File: src/design/mexp_pkg.sv
// ----------------------------------------------------------------------------
// mexp_pkg
// Shared width constants and request/result types for the modular
// exponentiation block and its bit-serial modular multiplier.
// ----------------------------------------------------------------------------
package mexp_pkg;

  // operand width of base, exponent, modulus and result
  localparam int unsigned MexpWidth = 32;
  // bit counter width for one serial multiply
  localparam int unsigned MexpCntW = $clog2(MexpWidth);

  // input request
  typedef struct packed {
    logic [MexpWidth-1:0] base;
    logic [MexpWidth-1:0] exponent;
    logic [MexpWidth-1:0] modulus;
  } mexp_in_t;

  // output result
  typedef struct packed {
    logic [MexpWidth-1:0] power_mod;
    logic                 bad_modulus;
  } mexp_out_t;

  // start of one modular multiply: a * b mod n, with a < n and n != 0
  typedef struct packed {
    logic                 start;
    logic [MexpWidth-1:0] a;
    logic [MexpWidth-1:0] b;
    logic [MexpWidth-1:0] n;
  } mexp_mm_req_t;

  // completion of one modular multiply
  typedef struct packed {
    logic                 done;
    logic [MexpWidth-1:0] prod;
  } mexp_mm_rsp_t;

endpackage

File: src/design/mexp_mulmod.sv
// ----------------------------------------------------------------------------
// mexp_mulmod
// Bit-serial modular multiplier: scans b from its top bit down, one bit per
// cycle, doubling the accumulator, adding a on set bits, reducing modulo n.
// ----------------------------------------------------------------------------
module mexp_mulmod (
  input  logic                   clk_i,
  input  logic                   rst_ni,
  input  mexp_pkg::mexp_mm_req_t req_i,
  output mexp_pkg::mexp_mm_rsp_t rsp_o
);
  import mexp_pkg::*;

  localparam int unsigned SumW = MexpWidth + 2;

  logic                 busy_q, busy_d;
  logic                 done_q, done_d;
  logic [MexpCntW-1:0]  cnt_q, cnt_d;
  logic [MexpWidth-1:0] acc_q, acc_d;
  logic [MexpWidth-1:0] a_q, a_d;
  logic [MexpWidth-1:0] b_q, b_d;
  logic [MexpWidth-1:0] n_q, n_d;

  logic [SumW-1:0] sum;
  logic [SumW-1:0] n_one;
  logic [SumW-1:0] n_two;
  logic [SumW-1:0] diff_one;
  logic [SumW-1:0] diff_two;
  logic [MexpWidth-1:0] acc_step;

  // one step: 2*acc + bit*a stays below 3n, so at most 2n comes off
  always_comb begin
    sum      = {1'b0, acc_q, 1'b0} + {2'b00, (b_q[MexpWidth-1] ? a_q : '0)};
    n_one    = {2'b00, n_q};
    n_two    = {1'b0, n_q, 1'b0};
    diff_one = sum - n_one;
    diff_two = sum - n_two;
    if (sum >= n_two) begin
      acc_step = diff_two[MexpWidth-1:0];
    end else if (sum >= n_one) begin
      acc_step = diff_one[MexpWidth-1:0];
    end else begin
      acc_step = sum[MexpWidth-1:0];
    end
  end

  // sequencing of one multiply
  always_comb begin
    busy_d = busy_q;
    done_d = 1'b0;
    cnt_d  = cnt_q;
    acc_d  = acc_q;
    a_d    = a_q;
    b_d    = b_q;
    n_d    = n_q;
    if (req_i.start) begin
      busy_d = 1'b1;
      cnt_d  = MexpCntW'(MexpWidth - 1);
      acc_d  = '0;
      a_d    = req_i.a;
      b_d    = req_i.b;
      n_d    = req_i.n;
    end else if (busy_q) begin
      acc_d = acc_step;
      b_d   = {b_q[MexpWidth-2:0], 1'b0};
      cnt_d = cnt_q - MexpCntW'(1);
      if (cnt_q == '0) begin
        busy_d = 1'b0;
        done_d = 1'b1;
      end
    end
  end

  // control state
  always_ff @(posedge clk_i or negedge rst_ni) begin
    if (!rst_ni) begin
      busy_q <= 1'b0;
      done_q <= 1'b0;
      cnt_q  <= '0;
    end else begin
      busy_q <= busy_d;
      done_q <= done_d;
      cnt_q  <= cnt_d;
    end
  end

  // operand and accumulator shift registers
  always_ff @(posedge clk_i) begin
    acc_q <= acc_d;
    a_q   <= a_d;
    b_q   <= b_d;
    n_q   <= n_d;
  end

  assign rsp_o.done = done_q;
  assign rsp_o.prod = acc_q;

`ifndef NO_ASSERTIONS
  // a new multiply never lands on one still running
  assert property (@(posedge clk_i) disable iff (!rst_ni) req_i.start |-> !busy_q)
    else $error("mulmod started while busy");

  // accumulator stays reduced throughout
  assert property (@(posedge clk_i) disable iff (!rst_ni) busy_q |-> (acc_q < n_q))
    else $error("mulmod accumulator not reduced");

  // completion is a single-cycle pulse after the last step
  assert property (@(posedge clk_i) disable iff (!rst_ni) done_q |-> !busy_q && !$past(done_q))
    else $error("mulmod done not a clean pulse");
`endif

endmodule

File: src/design/modular_exponentiation_top.sv
// ----------------------------------------------------------------------------
// modular_exponentiation_top
// Right-to-left square-and-multiply modular exponentiation.
// ----------------------------------------------------------------------------
// One request at a time: base^exponent mod modulus. The base is first reduced
// by one serial multiply, then each exponent bit costs a square, plus a
// multiply when the bit is set, on the single shared bit-serial multiplier,
// with a decision state (S_ROUND) ahead of each bit. The scan stops once the
// remaining exponent bits are all zero. A zero modulus raises bad_modulus with
// a zero result. The finished result sits in an output register, so the next
// request is taken while it waits to be collected.
// ----------------------------------------------------------------------------
module modular_exponentiation_top (
  input  logic                clk_i,
  input  logic                rst_ni,
  input  logic                in_valid_i,
  output logic                in_stall_o,
  input  mexp_pkg::mexp_in_t  in_data_i,
  output logic                out_valid_o,
  input  logic                out_stall_i,
  output mexp_pkg::mexp_out_t out_data_o
);
  import mexp_pkg::*;

  typedef enum logic [5:0] {
    S_IDLE   = 6'b000001,
    S_REDUCE = 6'b000010,
    S_ROUND  = 6'b000100,
    S_MUL    = 6'b001000,
    S_SQR    = 6'b010000,
    S_DONE   = 6'b100000
  } state_e;

  state_e state_q, state_d;

  logic [MexpWidth-1:0] acc_q, acc_d;
  logic [MexpWidth-1:0] sq_q, sq_d;
  logic [MexpWidth-1:0] exp_q, exp_d;
  logic [MexpWidth-1:0] n_q, n_d;
  logic                 bad_q, bad_d;

  logic      out_valid_q, out_valid_d;
  mexp_out_t out_data_q, out_data_d;

  logic         in_take;
  logic         out_free;
  mexp_mm_req_t mm_req;
  mexp_mm_rsp_t mm_rsp;

  assign in_stall_o = (state_q != S_IDLE);
  assign in_take    = in_valid_i && !in_stall_o;
  assign out_free   = !out_valid_q || !out_stall_i;

  // shared serial multiplier
  mexp_mulmod u_mulmod (
    .clk_i  (clk_i),
    .rst_ni (rst_ni),
    .req_i  (mm_req),
    .rsp_o  (mm_rsp)
  );

  // square-and-multiply sequencer
  always_comb begin
    state_d     = state_q;
    acc_d       = acc_q;
    sq_d        = sq_q;
    exp_d       = exp_q;
    n_d         = n_q;
    bad_d       = bad_q;
    out_valid_d = out_valid_q && out_stall_i;
    out_data_d  = out_data_q;
    mm_req      = '0;
    case (state_q)
      S_IDLE: begin
        if (in_take) begin
          exp_d = in_data_i.exponent;
          n_d   = in_data_i.modulus;
          if (in_data_i.modulus == '0) begin
            acc_d   = '0;
            bad_d   = 1'b1;
            state_d = S_DONE;
          end else begin
            // base mod n as (1 mod n) * base mod n
            acc_d     = MexpWidth'(in_data_i.modulus != MexpWidth'(1));
            bad_d     = 1'b0;
            mm_req.start = 1'b1;
            mm_req.a     = MexpWidth'(in_data_i.modulus != MexpWidth'(1));
            mm_req.b     = in_data_i.base;
            mm_req.n     = in_data_i.modulus;
            state_d   = S_REDUCE;
          end
        end
      end
      S_REDUCE: begin
        if (mm_rsp.done) begin
          sq_d    = mm_rsp.prod;
          state_d = S_ROUND;
        end
      end
      S_ROUND: begin
        mm_req.n = n_q;
        if (exp_q == '0) begin
          state_d = S_DONE;
        end else if (exp_q[0]) begin
          mm_req.start = 1'b1;
          mm_req.a     = acc_q;
          mm_req.b     = sq_q;
          state_d      = S_MUL;
        end else begin
          mm_req.start = 1'b1;
          mm_req.a     = sq_q;
          mm_req.b     = sq_q;
          state_d      = S_SQR;
        end
      end
      S_MUL: begin
        mm_req.n = n_q;
        if (mm_rsp.done) begin
          acc_d        = mm_rsp.prod;
          mm_req.start = 1'b1;
          mm_req.a     = sq_q;
          mm_req.b     = sq_q;
          state_d      = S_SQR;
        end
      end
      S_SQR: begin
        if (mm_rsp.done) begin
          sq_d    = mm_rsp.prod;
          exp_d   = {1'b0, exp_q[MexpWidth-1:1]};
          state_d = S_ROUND;
        end
      end
      S_DONE: begin
        if (out_free) begin
          out_valid_d            = 1'b1;
          out_data_d.power_mod   = acc_q;
          out_data_d.bad_modulus = bad_q;
          state_d                = S_IDLE;
        end
      end
      default: begin
        state_d = S_IDLE;
      end
    endcase
  end

  // control state
  always_ff @(posedge clk_i or negedge rst_ni) begin
    if (!rst_ni) begin
      state_q     <= S_IDLE;
      out_valid_q <= 1'b0;
    end else begin
      state_q     <= state_d;
      out_valid_q <= out_valid_d;
    end
  end

  // working registers and output payload
  always_ff @(posedge clk_i) begin
    acc_q      <= acc_d;
    sq_q       <= sq_d;
    exp_q      <= exp_d;
    n_q        <= n_d;
    bad_q      <= bad_d;
    out_data_q <= out_data_d;
  end

  assign out_valid_o = out_valid_q;
  assign out_data_o  = out_data_q;

`ifndef NO_ASSERTIONS
  // a zero modulus goes straight to the result with the error flag
  assert property (@(posedge clk_i) disable iff (!rst_ni)
    in_take && (in_data_i.modulus == '0) |=> (state_q == S_DONE) && bad_q)
    else $error("zero modulus not flagged");

  // running result and square stay reduced between rounds
  assert property (@(posedge clk_i) disable iff (!rst_ni)
    (state_q == S_ROUND) |-> (acc_q < n_q) && (sq_q < n_q))
    else $error("operands not reduced at round start");

  // the multiplier only finishes while a multiply is awaited
  assert property (@(posedge clk_i) disable iff (!rst_ni)
    mm_rsp.done |-> (state_q == S_REDUCE) || (state_q == S_MUL) || (state_q == S_SQR))
    else $error("unexpected multiplier completion");

  // a finished request is handed over only into a free output register
  assert property (@(posedge clk_i) disable iff (!rst_ni)
    (state_q == S_DONE) && (state_d == S_IDLE) |=> out_valid_q)
    else $error("result not presented");
`endif

endmodule

File: config.mk
export PLATFORM = sky130hd
export DESIGN_NAME = modular_exponentiation_top
export DESIGN_NICKNAME = d
export VERILOG_FILES = /design/src/design/mexp_pkg.sv /design/src/design/mexp_mulmod.sv /design/src/design/modular_exponentiation_top.sv
export SDC_FILE = /design/constraint.sdc
export NUM_CORES = 1
export LEC_CHECK = 0
export BUFFER_PORTS_ARGS = -buffer_cell sky130_fd_sc_hd__clkbuf_2
export CAP_MARGIN = 20
export CORE_AREA = 3 3 191 193
export CTS_CLUSTER_SIZE = 12
export DETAILED_ROUTE_END_ITERATION = 8
export DIE_AREA = 0 0 194 196
export GPL_TIMING_DRIVEN = 0
export PLACE_DENSITY = 0.67
export SLEW_MARGIN = 5
export SYNTH_ARGS = -nofsm -noshare
export SYNTH_HDL_FRONTEND = slang
export SYNTH_SLANG_ARGS = --single-unit
File: constraint.sdc
create_clock -name clk_i -period 6.5 [get_ports clk_i]
set_input_delay 0.325 -clock clk_i [delete_from_list [all_inputs] [get_ports clk_i]]
set_output_delay 0.325 -clock clk_i [all_outputs]
set_load 0.01 [all_outputs]
# == Yosys cells after proc, flatten, opt, wreduce, memory -nomap -nowiden ==
# Cells that the tools add are included.
# W data, S select, Z words.
# classes
add_sub_neg,4
mul,0
div,0
order_cmp,2
eq_ne,13
n_shift,0
muxes,37
bitwise_logic,0
reduce_logical,19
# ops
operator,count
$pmux W97 S3,1
$mux W32,9
$mux W97,2
$mux W65,2
$pmux W32 S2,2
$logic_not A32 Y1,2
$mux W64,1
$sub A32 B32 Y32,2
$mux W6,6
$add A33 B32 Y34,1
$ge A34 B32 Y1,1
$ge A34 B33 Y1,1
$ne A32 B1 Y1 const B,1
$pmux W6 S5,1
$mux W5,3
$mux W1,10
$eq A6 B1 Y1 const B,1
$eq A6 B2 Y1 const B,1
$eq A6 B3 Y1 const B,1
$eq A6 B4 Y1 const B,1
$eq A6 B5 Y1 const B,1
$eq A6 B6 Y1 const B,1
$ne A2 B1 Y1 const B,3
$ne A6 B1 Y1 const B,1
11 further kinds,20
# totals
regBits,304
latch_bits,0
mem_bits_rw,0
romBits,0
wordCells,91
memories,0

# == Longest topological paths before layout ==
# logic_depth
word_depth,6
ltp_mapped,26
ltp_nobuf,23

# == By module ==
# A second synthesis with hierarchy kept.
# hier_totals
hier_cells,1559
area_unflattened_um2,17505.5
# modules_own_cells
mod,instances,cells_each,area_each_um2,seq_area_each_um2
mexp_mulmod,1,1137,10447.5,3698.5
modular_exponentiation_top,1,422,7058.0,5041.1

# == Least setup slack after synthesis ==
# Ideal clock, no wire load.
# synth_timing
path_type,reg2reg
start,register u_mulmod.b_q[31]
end,register u_mulmod.acc_q[8]
t_arrival_ns,4.798
slack_ns,1.451
stages_incl_launch_ff,25
n_path_buf,2
period_less_slack_ns,5.049
path_cell_list,edfxtp_1 > clkbuf_1 > and2_1 > ha_1 > inv_1 > fa_1 > nand2b_1 > a211oi_1 > o22a_1 > a211oi_4 > and3_1 > o21ai_0 > xor2_1 > ha_1 > o21a_1 > a21oi_1 > o21ai_1 > a221oi_1 > nand2_1 > o21ai_0 > nand3_1 > nor2_1 > clkbuf_1 > a2bb2oi_1 > a21oi_1
# synth_between
elab_chain_cells,5
# synth_lines
item,line_no,source
"start, declared",mexp_mulmod.sv:21,"logic [MexpWidth-1:0] b_q, b_d;"
"start signal, assigned",mexp_mulmod.sv:91,b_q <= b_d;
$mux W32 (*),mexp_mulmod.sv:33,"sum = {1'b0, acc_q, 1'b0} + {2'b00, (b_q[MexpWidth-1] ? a_q : '0)};"
$add A33 B32 Y34 (*),mexp_mulmod.sv:33,
$sub A32 B32 Y32 or $ge A34 B32 Y1 (tied branches),"mexp_mulmod.sv:36, mexp_mulmod.sv:40",
$mux W32,mexp_mulmod.sv:40,end else if (sum >= n_one) begin
$mux W32 (*),mexp_mulmod.sv:38,if (sum >= n_two) begin
"end signal, assigned",mexp_mulmod.sv:89,acc_q <= acc_d;
"end, declared",mexp_mulmod.sv:19,"logic [MexpWidth-1:0] acc_q, acc_d;"
# Every way passes the cells marked *; elsewhere a longest branch is shown, timed or not.
# A chain may end at the register's enable or synchronous reset.

# == Worst setup path after layout ==
# layout_timing
start,register u_mulmod.b_q[31]
end,register u_mulmod.acc_q[28]
# Same word-level chain as after synthesis.

==> impl_metrics.yaml <==
sta:
  timing.fmax_ghz: 0.1620
  slew_headroom: 0.2389
  worst_pin_slew_ns: 1.133
  fin_crit_ns: 6.174
  fin_crit_sh: 0.9499
  slew_viol_final: 0
  setup_violations: 0
  rsz0062_at_grt: "false"
  fin_setup_tns_ns: 0
  fin_skew_ns: 0.01310
  hold_violations: 0
cells_and_area:
  diodes: 0
  multi_input_area_sq_mm: 0.008115
  nets: 2002
  fillers: 3014
  fin_cells: 2276
  syn2layout_area_growth_pct: 16.29
  fin_area_sq_mm: 0.02012
  drive_gt1_frac: 0.1532
  seqCellArea_sq_mm: 0.008740
  fin_util: 0.5795
placed_design:
  port_buffers: 134
  hpwl_um: 36700
  place_area_sq_mm: 0.01872
  place.gp.congestion: 0.9861
  dp_cells: 2188
setup_path:
  rr_worst_depth: 23
  max_stage_delay_ns: 0.72
  r2r-end: "u_mulmod.acc_q[28]"
  path_delay_family: "compound AO/OA/AOI/OAI gates"
  crit_cells: 23
  critPathLaunchType: "flop"
  cp_slowest_cell: "o21ai_0"
  startpoint: "u_mulmod.b_q[31]"
  worstReg2RegStart: "u_mulmod.b_q[31]"
  cpMostUsedCell: "o21ai_0"
  path_cells: "clkbuf_2 -> and2_1 -> ha_1 -> inv_1 -> fa_1 -> nand2b_1 -> a211oi_2 -> o22a_1 -> a211oi_4 -> and3_1 -> o21ai_0 -> xor2_2 -> ha_1 -> o21a_1 -> a21oi_1 -> o21ai_1 -> a221oi_1 -> nand2_1 -> o21ai_0 -> nand3_1 -> o21ai_0 -> a2bb2oi_1 -> o32ai_2"
  arrival_ns: 6.58
  path_buf_inv: 2
  worstSetupPathType: "flop to flop"
  crit_path_end_kind: "flop"
  critPathMaxFanout: 10
  endpoint: "u_mulmod.acc_q[28]"
  ff2ff_setup_slack_ns: 0.33
  required_ns: 6.90
routing:
  wirelength_um: 47500
  routedWlPerCell_um: 20.87
  drt_first_pass_iters: 5
  highest_layer: "met4"
  drt-vias-per-instance: 5.901
  ant_nets: 0
  dr_wl_met3_um: 3112
  drc_errors: 0
  dr_wl_met2_um: 20890
  drtIter0Drc: 1209
  route.vias.total: 13430
  wl_met1_um: 22070
synthesis:
  ys.flop_type: "edfxtp_1"
  yosys-mux-area-fraction: 0.02314
  synth_top_family_by_area: "compound AO/OA/AOI/OAI gates"
  yosys_warnings: 0
  yosys.area_share.adder: 0.07363
  synth-edff-count: 258
  syn_area_sq_mm: 0.01730
  synthSimpleGateAreaFrac: 0.1289
  async_reset_ff_frac: 0.04605
  avgSynthCellArea_sq_um: 10.88
  synth_cell_types: 85
  seq_area_frac_synth: 0.5052
  synth_compound_area_frac: 0.1958
  synthXorXnorAreaFrac: 0.04311
  syn_inst: 1590
  synth_fp_nets: 1790
  yosys_register_bits: 304
floorplan:
  num_io_pins: 135
  die_h_um: 196
  placeableCoreArea_sq_mm: 0.03471
  die-area_sq_mm: 0.03802
  die_x_um: 194
  initial_core_util: 0.4983
  rows: 68
clock_network:
  numCtsBuffers: 34
  htreeDepth: 2
  clkSinkCount: 304
  cts_tree: "built"
  clk_latency_ns: 0.53
  path_clk_slew_ns: 0.06
  cts_root_buffer: "clkbuf_16"
  clk_path_buf_depth: 3
grt:
  gr-total-overflow: 0
  antenna_found_initial: 1
  grt_pass1_wl_um: 72930
  grt_usage: 0.2430
  grt_pass1_vias: 12870
  grt_max_degree: 42
hold_path:
  min_path_type: "primary input to flop"
outcome:
  status: "completed"
flow_run:
  cap_viol_max_count: 0
==> state kept, by name, summed over array words and instances (netlist names), 5 cells and up <==
name / count
u_mulmod.acc_q: 32
state_q: 6
out_data_o: 33
u_mulmod.b_q: 32
u_mulmod.a_q: 32
u_mulmod.n_q: 32
sq_q: 32
u_mulmod.cnt_q: 5
acc_q: 32
n_q: 32
exp_q: 32
==> synthesized netlist by cell type, types with 4 or more instances <==
master	number	share of area
a21o_1	38	0.016
a211o_1	10	0.0051
nor4_1	23	0.0083
buf_2	7	0.0020
o21ai_1	7	0.0020
dfrtp_1	13	0.019
clkbuf_1	46	0.010
o21bai_1	16	0.0069
a2bb2oi_1	9	0.0046
nor3_1	20	0.0058
o21ai_0	87	0.025
mux2_2	31	0.020
xor2_1	31	0.016
edfxtp_1	258	0.45
inv_1	67	0.015
ha_1	97	0.070
dfxtp_1	32	0.037
o31ai_1	5	0.0022
or3_1	8	0.0029
o22ai_1	7	0.0025
a31oi_1	12	0.0043
a21oi_1	115	0.033
or2_2	5	0.0018
o211ai_1	20	0.0087
nand2b_1	12	0.0043
mux2i_1	4	0.0023
xnor2_1	51	0.026
a211oi_1	24	0.010
o21a_1	6	0.0026
nand3b_1	5	0.0022
nand4_1	17	0.0061
and2_1	68	0.025
and4_1	4	0.0020
nor2b_1	11	0.0040
and3_1	14	0.0051
a22oi_1	32	0.014
a22o_1	67	0.034
nand2_1	147	0.032
nand3_1	25	0.0072
nor2_1	66	0.014
==> per-layer routing <==
layer | track usage | vias to the layer above
met5 | 0 | -
met4 | 0.07473 | 0
met3 | 0.03211 | 87
met2 | 0.3790 | 476
met1 | 0.3562 | 6391
li1 | - | 6477
==> cell usage in the layout (no fill, tap or decap), types with 8 or more instances in the layout <==
master and count:
o21bai_1 16, a21oi_1 114, clkbuf_2 137, dfrtp_1 13, nor2b_1 11, edfxtp_1 258, a22o_1 67, a211o_1 10
clkbuf_16 35, a21o_1 38, a2bb2oi_1 9, nand2b_1 12, buf_4 9, or3_1 8, dlygate4sd3_1 31, o21ai_0 86
mux2_2 31, inv_1 66, xor2_1 29, nand2_1 146, dfxtp_1 32, clkbuf_1 52, o211ai_1 20, xnor2_1 49
nor4_1 22, and2_1 68, a22oi_1 32, nand3_1 25, a31oi_1 12, and3_1 14, nor3_1 20, nor2_1 65
nand4_1 17, ha_1 97, a211oi_1 23
==> per-stage QoR <==
stage                     hold WS, ns  setup WS (ns)
after global routing          0.01974        0.03770
after floorplan               0.02941          1.451
final                         0.02793         0.3257
after CTS                    0.009046         0.1553
after global placement         0.2439        -0.2892
after detailed placement       0.2519        -0.1512
==> layout make-up <==
cell class / count / area share
well taps: 455 / 0.02830
clock inverters: 9 / 0.004665
clock buffers: 46 / 0.04609
repair buffers: 176 / 0.05672
flip-flops and latches: 304 / 0.4344
inverters: 70 / 0.01306
plain buffers: 60 / 0.01331
multi-input cells: 1156 / 0.4034
==> worst min-delay path by stage <==
stage             startpoint                 to  slack (ns)  depth (start not counted)
2_1_floorplan         rst_ni        out_valid_o        0.03                          0
3_3_place_gp          rst_ni  u_mulmod.cnt_q[3]        0.24                          1
3_5_place_dp          rst_ni        out_valid_o        0.25                          1
4_1_cts        in_data_i[30]            n_q[30]       0.009                          1
5_1_grt        in_data_i[30]            n_q[30]        0.02                          1
6_report       in_data_i[31]            n_q[31]        0.03                          1
==> kinds of logic after synthesis <==
family / Yosys count
AOI/OAI and AO/OA: 496
buffers and inverters: 130
muxes: 36
adders and majority gates: 100
and+or+nand+nor: 441
xor gates and xnor gates: 83
DFF: 304
==> repair_timing <==
action,4_1_cts,5_1_grt
setup endpoints to repair,16,32
buffers inserted,2,0
gates resized for setup,3,10
hold buffers,31,0
hold endpoints to repair,44,0
Power is not shown: default switching activity piles up to over one toggle a cycle in this logic, so the estimate is an artifact.
